$ cat config.mk
export PLATFORM = sky130hd
export DESIGN_NAME = toy_language_tokenizer
export DESIGN_NICKNAME = d
export VERILOG_FILES = /design/src/design/tlt_pkg.sv /design/src/design/tlt_fifo.sv /design/src/design/toy_language_tokenizer.sv
export SDC_FILE = /design/constraint.sdc
export NUM_CORES = 2
export LEC_CHECK = 0
export BUFFER_PORTS_ARGS = -buffer_cell sky130_fd_sc_hd__buf_2
export CORE_ASPECT_RATIO = 1.2
export CORE_UTILIZATION = 60
export CTS_CLUSTER_SIZE = 28
export DETAILED_ROUTE_END_ITERATION = 12
export HOLD_SLACK_MARGIN = 0.05
export PLACE_DENSITY = 0.82
export SETUP_SLACK_MARGIN = 0.4
export SYNTH_ARGS = -nofsm -noshare
export SYNTH_HDL_FRONTEND = slang
export SYNTH_SLANG_ARGS = --single-unit
$ cat constraint.sdc
create_clock -name clk_i -period 5.7 [get_ports clk_i]
set_input_delay 0.57 -clock clk_i [delete_from_list [all_inputs] [get_ports clk_i]]
set_output_delay 0.57 -clock clk_i [all_outputs]
set_load 0.005 [all_outputs]
$ cat src/design/tlt_pkg.sv
// Shared types, token kinds and character constants for the tokenizer.
`default_nettype none

package tlt_pkg;

  localparam int unsigned MAX_WORD_CHARS_DEF = 8;
  localparam int unsigned NUMBER_BITS_DEF    = 32;
  localparam int unsigned FIFO_DEPTH_DEF     = 8;

  // Candidate token slots per byte and the most of them that can be valid at once.
  localparam int unsigned NUM_SLOTS = 4;
  localparam int unsigned MAX_PUSH  = 3;

  typedef enum logic [4:0] {
    TK_NUMBER = 5'd0,
    TK_IDENT  = 5'd1,
    TK_LET    = 5'd2,
    TK_IF     = 5'd3,
    TK_ELSE   = 5'd4,
    TK_WHILE  = 5'd5,
    TK_PRINT  = 5'd6,
    TK_PLUS   = 5'd7,
    TK_MINUS  = 5'd8,
    TK_MULT   = 5'd9,
    TK_DIV    = 5'd10,
    TK_EQUALS = 5'd11,
    TK_LT     = 5'd12,
    TK_GT     = 5'd13,
    TK_SEMI   = 5'd14,
    TK_LPAREN = 5'd15,
    TK_RPAREN = 5'd16,
    TK_LBRACE = 5'd17,
    TK_RBRACE = 5'd18,
    TK_END    = 5'd19
  } tok_kind_e;

  typedef struct packed {
    tok_kind_e   kind;
    logic [31:0] number;
    logic [63:0] text;
    logic [7:0]  length;
    logic        trunc;
    logic        last;
  } token_t;

  typedef struct packed {
    logic   [NUM_SLOTS-1:0] vld;
    token_t [NUM_SLOTS-1:0] tok;
  } push_t;

  localparam logic [7:0] CH_0      = 8'h30;
  localparam logic [7:0] CH_9      = 8'h39;
  localparam logic [7:0] CH_LC_A   = 8'h61;
  localparam logic [7:0] CH_LC_Z   = 8'h7A;
  localparam logic [7:0] CH_UC_A   = 8'h41;
  localparam logic [7:0] CH_UC_Z   = 8'h5A;
  localparam logic [7:0] CH_SLASH  = 8'h2F;
  localparam logic [7:0] CH_NL     = 8'h0A;
  localparam logic [7:0] CH_PLUS   = 8'h2B;
  localparam logic [7:0] CH_MINUS  = 8'h2D;
  localparam logic [7:0] CH_STAR   = 8'h2A;
  localparam logic [7:0] CH_EQUALS = 8'h3D;
  localparam logic [7:0] CH_LT     = 8'h3C;
  localparam logic [7:0] CH_GT     = 8'h3E;
  localparam logic [7:0] CH_SEMI   = 8'h3B;
  localparam logic [7:0] CH_LPAREN = 8'h28;
  localparam logic [7:0] CH_RPAREN = 8'h29;
  localparam logic [7:0] CH_LBRACE = 8'h7B;
  localparam logic [7:0] CH_RBRACE = 8'h7D;

  // Keywords packed first letter in the low byte.
  localparam logic [63:0] KW_LET   = 64'h0000_0000_0074_656C;
  localparam logic [63:0] KW_IF    = 64'h0000_0000_0000_6669;
  localparam logic [63:0] KW_ELSE  = 64'h0000_0000_6573_6C65;
  localparam logic [63:0] KW_WHILE = 64'h0000_0065_6C69_6877;
  localparam logic [63:0] KW_PRINT = 64'h0000_0074_6E69_7270;

  localparam logic [7:0] KW_LET_LEN   = 8'd3;
  localparam logic [7:0] KW_IF_LEN    = 8'd2;
  localparam logic [7:0] KW_ELSE_LEN  = 8'd4;
  localparam logic [7:0] KW_WHILE_LEN = 8'd5;
  localparam logic [7:0] KW_PRINT_LEN = 8'd5;

  localparam logic [7:0] LEN_MAX = 8'd255;

endpackage

`default_nettype wire

$ cat src/design/tlt_fifo.sv
// Token buffer: takes up to three tokens per cycle, hands out one per cycle while popped.
`default_nettype none

module tlt_fifo
  import tlt_pkg::*;
#(
  parameter int unsigned DEPTH = FIFO_DEPTH_DEF
) (
  input  logic   clk_i,
  input  logic   rst_ni,
  input  push_t  push_i,
  output logic   room_o,
  input  logic   pop_i,
  output logic   vld_o,
  output token_t head_o
);

  localparam int unsigned PTR_W = $clog2(DEPTH);
  localparam int unsigned CNT_W = $clog2(DEPTH + 1);

  token_t             mem_q [DEPTH];
  logic [PTR_W-1:0]   head_q, head_d;
  logic [PTR_W-1:0]   tail_q, tail_d;
  logic [CNT_W-1:0]   count_q, count_d;
  logic [PTR_W-1:0]   offs [NUM_SLOTS];
  logic [PTR_W-1:0]   run;
  logic [CNT_W-1:0]   npush;

  always_comb begin
    run = '0;
    for (int i = 0; i < NUM_SLOTS; i++) begin
      offs[i] = run;
      if (push_i.vld[i]) begin
        run = run + PTR_W'(1);
      end
    end
    npush   = CNT_W'($countones(push_i.vld));
    tail_d  = tail_q + PTR_W'(npush);
    head_d  = pop_i ? head_q + PTR_W'(1) : head_q;
    count_d = count_q + npush - CNT_W'(pop_i);
  end

  always_ff @(posedge clk_i or negedge rst_ni) begin
    if (!rst_ni) begin
      head_q  <= '0;
      tail_q  <= '0;
      count_q <= '0;
    end else begin
      head_q  <= head_d;
      tail_q  <= tail_d;
      count_q <= count_d;
    end
  end

  always_ff @(posedge clk_i) begin
    for (int i = 0; i < NUM_SLOTS; i++) begin
      if (push_i.vld[i]) begin
        mem_q[tail_q + offs[i]] <= push_i.tok[i];
      end
    end
  end

  assign room_o = count_q <= CNT_W'(DEPTH - MAX_PUSH);
  assign vld_o  = count_q != '0;
  assign head_o = mem_q[head_q];

endmodule

`default_nettype wire

$ cat src/design/toy_language_tokenizer.sv
// Top level of the streaming tokenizer: byte scanner and token output buffer.
`default_nettype none

// Takes one source byte per cycle into an input register; the scanner turns it into up to
// three tokens (pending number, word or slash, the byte's own operator, and on the final
// byte the flushed token and the end token) in the same cycle and writes them into an
// eight-entry token buffer, which hands out one token per cycle. A byte is accepted each
// cycle while the buffer has at least three free entries, so sustained input is one byte
// per cycle as long as the consumer keeps up; bursts of several tokens from one byte drain
// at one token per cycle. A token appears at the output once the byte that completes it has
// passed the input register and been written into the token buffer.
module toy_language_tokenizer
  import tlt_pkg::*;
#(
  parameter int unsigned MAX_WORD_CHARS = MAX_WORD_CHARS_DEF,
  parameter int unsigned NUMBER_BITS    = NUMBER_BITS_DEF,
  parameter int unsigned FIFO_DEPTH     = FIFO_DEPTH_DEF
) (
  input  logic        clk_i,
  input  logic        rst_ni,
  input  logic        in_valid_i,
  output logic        in_ready_o,
  input  logic [7:0]  char_code_i,
  input  logic        end_of_text_i,
  output logic        out_valid_o,
  input  logic        out_ready_i,
  output logic [4:0]  token_kind_o,
  output logic [31:0] number_value_o,
  output logic [63:0] word_text_o,
  output logic [7:0]  word_length_o,
  output logic        word_truncated_o,
  output logic        last_token_o
);

  localparam int unsigned BUF_W = MAX_WORD_CHARS * 8;
  localparam int unsigned NUM_W = NUMBER_BITS;

  typedef enum logic [2:0] {
    MODE_IDLE    = 3'd0,
    MODE_NUM     = 3'd1,
    MODE_WORD    = 3'd2,
    MODE_SLASH   = 3'd3,
    MODE_COMMENT = 3'd4
  } mode_e;

  logic             in_vld_q;
  logic [7:0]       char_q;
  logic             eot_q;

  mode_e            mode_q, mode1;
  logic [NUM_W-1:0] acc_q, acc1;
  logic [BUF_W-1:0] buf_q, buf1;
  logic [7:0]       cnt_q, cnt1;
  logic             ovf_q, ovf1;

  logic             room;
  logic             fire;
  logic             is_digit, is_letter, op_hit, flush_old, start;
  tok_kind_e        op_kind;
  push_t            push;
  logic             fifo_vld;
  token_t           head;

  function automatic token_t flush_tok(mode_e m, logic [NUM_W-1:0] a, logic [BUF_W-1:0] b,
                                       logic [7:0] n, logic o);
    token_t      t;
    logic [63:0] aext;
    logic [63:0] bext;
    t      = '0;
    aext   = 64'(a);
    bext   = 64'(b);
    t.kind = TK_DIV;
    if (m == MODE_NUM) begin
      t.kind   = TK_NUMBER;
      t.number = aext[31:0];
    end else if (m == MODE_WORD) begin
      if (!o && n == KW_LET_LEN && bext == KW_LET) begin
        t.kind = TK_LET;
      end else if (!o && n == KW_IF_LEN && bext == KW_IF) begin
        t.kind = TK_IF;
      end else if (!o && n == KW_ELSE_LEN && bext == KW_ELSE) begin
        t.kind = TK_ELSE;
      end else if (!o && n == KW_WHILE_LEN && bext == KW_WHILE) begin
        t.kind = TK_WHILE;
      end else if (!o && n == KW_PRINT_LEN && bext == KW_PRINT) begin
        t.kind = TK_PRINT;
      end else begin
        t.kind   = TK_IDENT;
        t.text   = bext;
        t.length = n;
        t.trunc  = o;
      end
    end
    return t;
  endfunction

  assign in_ready_o = !in_vld_q || room;
  assign fire       = in_vld_q && room;

  always_ff @(posedge clk_i or negedge rst_ni) begin
    if (!rst_ni) begin
      in_vld_q <= 1'b0;
    end else if (in_ready_o) begin
      in_vld_q <= in_valid_i;
    end
  end

  always_ff @(posedge clk_i) begin
    if (in_ready_o && in_valid_i) begin
      char_q <= char_code_i;
      eot_q  <= end_of_text_i;
    end
  end

  always_comb begin
    is_digit  = char_q >= CH_0 && char_q <= CH_9;
    is_letter = (char_q >= CH_LC_A && char_q <= CH_LC_Z) ||
                (char_q >= CH_UC_A && char_q <= CH_UC_Z);
    op_hit  = 1'b1;
    op_kind = TK_PLUS;
    case (char_q)
      CH_PLUS:   op_kind = TK_PLUS;
      CH_MINUS:  op_kind = TK_MINUS;
      CH_STAR:   op_kind = TK_MULT;
      CH_EQUALS: op_kind = TK_EQUALS;
      CH_LT:     op_kind = TK_LT;
      CH_GT:     op_kind = TK_GT;
      CH_SEMI:   op_kind = TK_SEMI;
      CH_LPAREN: op_kind = TK_LPAREN;
      CH_RPAREN: op_kind = TK_RPAREN;
      CH_LBRACE: op_kind = TK_LBRACE;
      CH_RBRACE: op_kind = TK_RBRACE;
      default:   op_hit  = 1'b0;
    endcase
  end

  always_comb begin
    mode1     = mode_q;
    acc1      = acc_q;
    buf1      = buf_q;
    cnt1      = cnt_q;
    ovf1      = ovf_q;
    flush_old = 1'b0;
    start     = 1'b0;
    unique case (mode_q)
      MODE_NUM: begin
        if (is_digit) begin
          acc1 = (acc_q << 3) + (acc_q << 1) + NUM_W'(char_q[3:0]);
        end else begin
          flush_old = 1'b1;
          start     = 1'b1;
        end
      end
      MODE_WORD: begin
        if (is_letter) begin
          for (int i = 0; i < MAX_WORD_CHARS; i++) begin
            if (cnt_q == 8'(i)) begin
              buf1[i*8 +: 8] = char_q;
            end
          end
          ovf1 = ovf_q || (cnt_q >= 8'(MAX_WORD_CHARS));
          cnt1 = (cnt_q == LEN_MAX) ? cnt_q : cnt_q + 8'd1;
        end else begin
          flush_old = 1'b1;
          start     = 1'b1;
        end
      end
      MODE_SLASH: begin
        if (char_q == CH_SLASH) begin
          mode1 = MODE_COMMENT;
        end else begin
          flush_old = 1'b1;
          start     = 1'b1;
        end
      end
      MODE_COMMENT: begin
        if (char_q == CH_NL) begin
          mode1 = MODE_IDLE;
        end
      end
      default: begin
        start = 1'b1;
      end
    endcase
    if (start) begin
      mode1 = MODE_IDLE;
      if (is_digit) begin
        mode1 = MODE_NUM;
        acc1  = NUM_W'(char_q[3:0]);
      end else if (is_letter) begin
        mode1 = MODE_WORD;
        buf1  = BUF_W'(char_q);
        cnt1  = 8'd1;
        ovf1  = 1'b0;
      end else if (char_q == CH_SLASH) begin
        mode1 = MODE_SLASH;
      end
    end
  end

  always_comb begin
    push            = '0;
    push.tok[0]     = flush_tok(mode_q, acc_q, buf_q, cnt_q, ovf_q);
    push.vld[0]     = fire && flush_old;
    push.tok[1]     = '0;
    push.tok[1].kind = op_kind;
    push.vld[1]     = fire && start && op_hit && !is_digit && !is_letter;
    push.tok[2]     = flush_tok(mode1, acc1, buf1, cnt1, ovf1);
    push.vld[2]     = fire && eot_q &&
                      (mode1 == MODE_NUM || mode1 == MODE_WORD || mode1 == MODE_SLASH);
    push.tok[3]      = '0;
    push.tok[3].kind = TK_END;
    push.tok[3].last = 1'b1;
    push.vld[3]      = fire && eot_q;
  end

  always_ff @(posedge clk_i or negedge rst_ni) begin
    if (!rst_ni) begin
      mode_q <= MODE_IDLE;
      acc_q  <= '0;
      buf_q  <= '0;
      cnt_q  <= '0;
      ovf_q  <= 1'b0;
    end else if (fire) begin
      if (eot_q) begin
        mode_q <= MODE_IDLE;
        acc_q  <= '0;
        buf_q  <= '0;
        cnt_q  <= '0;
        ovf_q  <= 1'b0;
      end else begin
        mode_q <= mode1;
        acc_q  <= acc1;
        buf_q  <= buf1;
        cnt_q  <= cnt1;
        ovf_q  <= ovf1;
      end
    end
  end

  tlt_fifo #(
    .DEPTH (FIFO_DEPTH)
  ) u_fifo (
    .clk_i  (clk_i),
    .rst_ni (rst_ni),
    .push_i (push),
    .room_o (room),
    .pop_i  (fifo_vld && out_ready_i),
    .vld_o  (fifo_vld),
    .head_o (head)
  );

  assign out_valid_o      = fifo_vld;
  assign token_kind_o     = head.kind;
  assign number_value_o   = head.number;
  assign word_text_o      = head.text;
  assign word_length_o    = head.length;
  assign word_truncated_o = head.trunc;
  assign last_token_o     = head.last;

endmodule

`default_nettype wire

# Yosys cells after proc, flatten, opt, wreduce, memory -nomap -nowiden
# Memories as Yosys holds them, arrays and structs flattened.
# Index checks and enable logic that the tools add are counted.
dict set report op_classes {
  add_sub_neg 15
  n_mul 0
  n_div 0
  n_lt_le_gt_ge 8
  n_eq_ne 42
  shifts 0
  muxes 91
  bitwise_logic 0
  n_reduce_logical 45
}
# operator n
set op_table {}
lappend op_table {{$mux W73} 14}
lappend op_table {{$mux W64} 6}
lappend op_table {{$eq A64 B39 Y1 const B} 4}
lappend op_table {{$mux W32} 7}
lappend op_table {{$eq A64 B15 Y1 const B} 2}
lappend op_table {{$eq A64 B23 Y1 const B} 2}
lappend op_table {{$eq A64 B31 Y1 const B} 2}
lappend op_table {{$mux W8} 15}
lappend op_table {{$mux W111} 1}
lappend op_table {{$reduce_or A111 Y1} 1}
lappend op_table {{$eq A8 B6 Y1 const B} 10}
lappend op_table {{$mux W3} 17}
lappend op_table {{$pmux W5 S10} 1}
lappend op_table {{$eq A8 B3 Y1 const B} 6}
lappend op_table {{$add A32 B32 Y32} 1}
lappend op_table {{$add A32 B4 Y32} 1}
lappend op_table {{$eq A8 B2 Y1 const B} 4}
lappend op_table {{$logic_and A1 B1 Y1} 31}
lappend op_table {{$mux W1} 20}
lappend op_table {{$eq A8 B7 Y1 const B} 2}
lappend op_table {{$ge A8 B7 Y1 const B} 2}
lappend op_table {{$le A8 B7 Y1 const B} 2}
lappend op_table {{$mux W4} 4}
lappend op_table {{$add A3 B3 Y3} 4}
lappend op_table {{other kinds (25)} 42}
dict set report word_totals {
  reg_bits 128
  latch_bits 0
  ram_bits 888
  mem_bits_ro 0
  in_bits 13
  out_inout_bits 113
  wordCells 213
  mem_count 1
}
# name words word_bits rd rd_ports_with_merged_regs wr line_no
set memory_table {}
lappend memory_table {u_fifo.mem_q 8 111 1 0 3 tlt_fifo.sv:21} ;# token_t mem_q [DEPTH];

# Depth between registers and ports, before layout
dict set report depth {
  depth_word 19
  ltp_mapped 20
  ltp_nobuf 16
}

# Hierarchy
# From an unflattened synthesis, not the netlist that was laid out.
dict set report unflattened {
  hier_cells 7924
  area_unflattened_um2 76228.1
}
# mod instances cells_per_inst area_each_um2 seq_area_each_um2
set modules_own_cells {}
lappend modules_own_cells {tlt_fifo 1 6528 65440.3 26915.8}
lappend modules_own_cells {toy_language_tokenizer 1 1396 10787.8 2997.9}

# Worst setup path after synthesis
# Ideal clock, no wire load.
dict set report synth_path {
  path_type {reg-to-reg}
  from {register char_q[3]}
  to {memory u_fifo.mem_q[1][69] in the netlist's numbering}
  setup_ns 0.143
  t_arrival_ns 4.912
  t_required_ns 5.557
  slack_ns 0.644
  stages_incl_launch_ff 21
  n_path_buf 5
  synth_period_minus_slack_ns 5.056
  path_cell_list {edfxtp_1 > or4_4 > o22ai_4 > buf_4 > buf_4 > o21ai_1 > a2111oi_4 > inv_1 > ha_1 > xor2_1 > ha_1 > inv_1 > fa_1 > xor2_1 > xnor2_1 > nand2b_1 > clkbuf_1 > nand2_1 > clkbuf_1 > clkbuf_1 > o32ai_1}
}
# element line_no
set synth_lines {}
lappend synth_lines {{from (decl)} toy_language_tokenizer.sv:47} ;# logic [7:0] char_q;
lappend synth_lines {{from (signal assigned)} toy_language_tokenizer.sv:110} ;# char_q <= char_code_i;
lappend synth_lines {{to (decl)} tlt_fifo.sv:21}

==> results.ini <==
[floorplan]
die_h_um = 332
dieArea_um2 = 91800
rows = 120
ios = 126
coreArea_um2 = 89500
dieWidth_um = 277
start_util_pct = 60.7

[detailed_routing]
drt_wl_total_um = 203000
viasPerCell = 7.43
antenna_left = 0
dr_total_vias = 54300
drc = 0
drt_pass1_iterations = 7
wl_per_cell_um = 27.8
dr.first_iter.drc_count = 8370

[synth]
synth_cells = 6269
async_flop_share_pct = 11.7
synthMuxAreaShare_pct = 11.7
synth_warnings = 0
synth_compound_area_share_pct = 26.9
postSynthAreaPerCell_um2 = 8.67
ys.flop_type = dfxtp_1
yosys-top-cells-area = dfxtp_1 33%, mux4_2 9.2%, nand2_1 7.3%
yosysUniqueCellTypes = 94
ys_ff_latch = 1016
synth_xor_area_share_pct = 0.548
yosysSeqAreaShare_pct = 38.7
yosys.area_share.simple_pct = 15.0
synth_nets = 6364
netlist_area_um2 = 54400
synth_adder_area_share_pct = 1.98
synth_top_cell_by_area = dfxtp_1
synth_top_family_by_area = compound AO/OA/AOI/OAI gates
yosysTopAreaCellShare_pct = 32.7
synth-edff-count = 9

[timing]
fmax_ghz = 0.189
tns_ns = 0
slew_headroom_pct = 4.84
setup_ws_ns = 0.414
finalCritPeriodShare_pct = 92.7
rsz0062_at_grt = true
maxSlewViolCount = 0
hold_viol_final = 0
finalClockSkew_ns = 0.0477
setup_viol = 0
fin_crit_ns = 5.29
worst_pin_slew_ns = 1.42

[critical_path]
critPathArrivalTime_ns = 5.86
crit_slowest_cell = or4_4
crit_chain = or4_4, o22ai_4, o21ai_1, a2111oi_4, inv_1, ha_1, xor2_1, ha_1, inv_1, fa_1, xor2_2, xor2_2, buf_4, nand2_2, nand2_4, buf_16, o41ai_1
cp_top_family = compound AO/OA/AOI/OAI gates
worstPathMaxFanout = 73
cp_num_buf_inv = 4
critPathCaptureType = flip-flop
criticalPathCategory = flip-flop to flip-flop
critPathMaxStageDelay_ns = 0.58
required_ns = 6.28
startpoint_type = flip-flop

[min_path]
hp-class = input port to flip-flop

[cts]
path_clk_slew_ns = 0.06
clockBufferDepth = 3
insertion_delay_ns = 0.72
tritoncts = done
root_buffer = clkbuf_16
clkSinkCount = 1016
cts_inserted_buffers = 102
htree_levels = 3

[placed_design]
place_ws_ns = 0.0860
hpwlAfterDp_um = 120000
routabilityCongestion = 1.05
numPortBuffers = 125

[power_and_ir_drop]
power_mw = 23.2
vdd.ir_drop.worst_mv = 0.291
powerDensity_nw_per_um2 = 388
p_leak_nw = 20.6

[global_routing]
grt_usage_pct = 42.9
grt_pass1_wl_um = 310000
grt_pass1_vias = 52566
gr-total-overflow = 0
grt_max_degree = 156
antenna_found_initial = 2

[cells_and_area]
final_layout_size_suffix_gt1_share_pct = 15.1
syn_to_final_growth_pct = 10.1
nets = 6158

[status]
status = finished, violations left
violations = max-capacitance violations

[run]
drv_cap = 1

synth_stat cells, types with 41 or more instances:
cell	instances
o21ai_0	541
nor3_1	48
mux2_2	115
o22ai_1	62
nor2_1	579
buf_1	51
o41ai_1	250
nand3_1	50
nand2_1	1057
clkbuf_1	481
buf_4	41
dfrtp_1	119
ha_1	75
buf_2	70
mux4_2	222
o31ai_1	90
a21oi_1	413
inv_1	43
dfxtp_1	888
o32ai_1	249
a211oi_1	354
through the flow:
stage                     area, µm²  util, %  cells  hold WS, ns
after global placement        56100     62.7   7107        0.429
final                         59900     66.9   7309        0.111
after detailed placement      56100     62.7   7107        0.449
after global routing          59900     66.9   7308       0.0967
after floorplan               54400        -   6269        0.274
after CTS                     59600     66.6   7298        0.108
timing repair:
| item | in CTS | in global routing |
|---|---|---|
| hold buffers | 1 | 0 |
| endpoints found under the setup margin | 248 | 577 |
| gates resized for setup | 2 | 25 |
| pin swaps | 0 | 4 |
| buffers inserted | 0 | 10 |
| hold endpoints to repair | 72 | 0 |
routing by layer:
layer	up-vias	global-route usage [%]	routed length [µm]
met5	-	0	21
met4	4	31.7	16000
met3	1076	10.0	26300
met2	4507	66.8	90800
met1	25612	52.0	70200
li1	23101	-	-
cell usage in the layout (no fill, tap or decap), types with 154 or more instances in the layout:
| cell | count |
|---|---|
| nor2_1 | 562 |
| buf_4 | 154 |
| o41ai_1 | 250 |
| o21ai_0 | 541 |
| dfxtp_1 | 888 |
| a21oi_1 | 413 |
| a211oi_1 | 354 |
| o32ai_1 | 249 |
| nand2_1 | 1037 |
| mux4_2 | 222 |
flip-flops by register name, summed over array words and instances, names as in the netlist:
register and cells:
acc_q 32, buf_q 64, char_q 8, cnt_q 8, eot_q 1, in_vld_q 1, mode_q 3, ovf_q 1
u_fifo.count_q 4, u_fifo.head_q 3, u_fifo.mem_q 888, u_fifo.tail_q 3
layout make-up:
cell class,instances,area [µm²]
antenna,1,2.50
clock buffer,156,3040
clock inverter,34,480
fill,6909,29600
inverter,43,161
multi-input combinational,4566,30900
sequential,1016,21000
tap,1159,1450
timing repair buffer,334,2800
cells by family (layout without fill, tap and decap cells):
| group | count (synthesis) | count (layout) |
|---|---|---|
| other | 0 | 1 |
| DFF | 1016 | 1016 |
| buffers and inverters | 687 | 567 |
| and+or+nand+nor | 1936 | 1936 |
| AOI/OAI and AO/OA | 2169 | 2169 |
| adders and majority gates | 82 | 82 |
| xor gates and xnor gates | 34 | 34 |
| muxes | 345 | 345 |
report_power, final:
group	internal, mW	switching, mW	leakage (nW)	total, mW
sequential	7.93	0.853	8.91	8.79
clock	4.10	3.06	1.73	7.16
combinational	2.80	4.45	9.95	7.25
path summary, 6_finish.rpt:
check	start	to	slack, ns	depth (start not counted)
setup / recovery	char_q[3]	u_fifo.mem_q[4][10]	0.41	17
hold / removal	end_of_text_i	eot_q	0.11	1
setup reg to reg	char_q[3]	u_fifo.mem_q[4][10]	0.41	17
hold reg to reg	u_fifo.mem_q[6][0]	u_fifo.mem_q[6][0]	0.47	2
max in group asynchronous	rst_ni	buf_q[54]	3.95	3
min in group asynchronous	rst_ni	acc_q[9]	0.53	2
(Power assumes the default switching activity.)
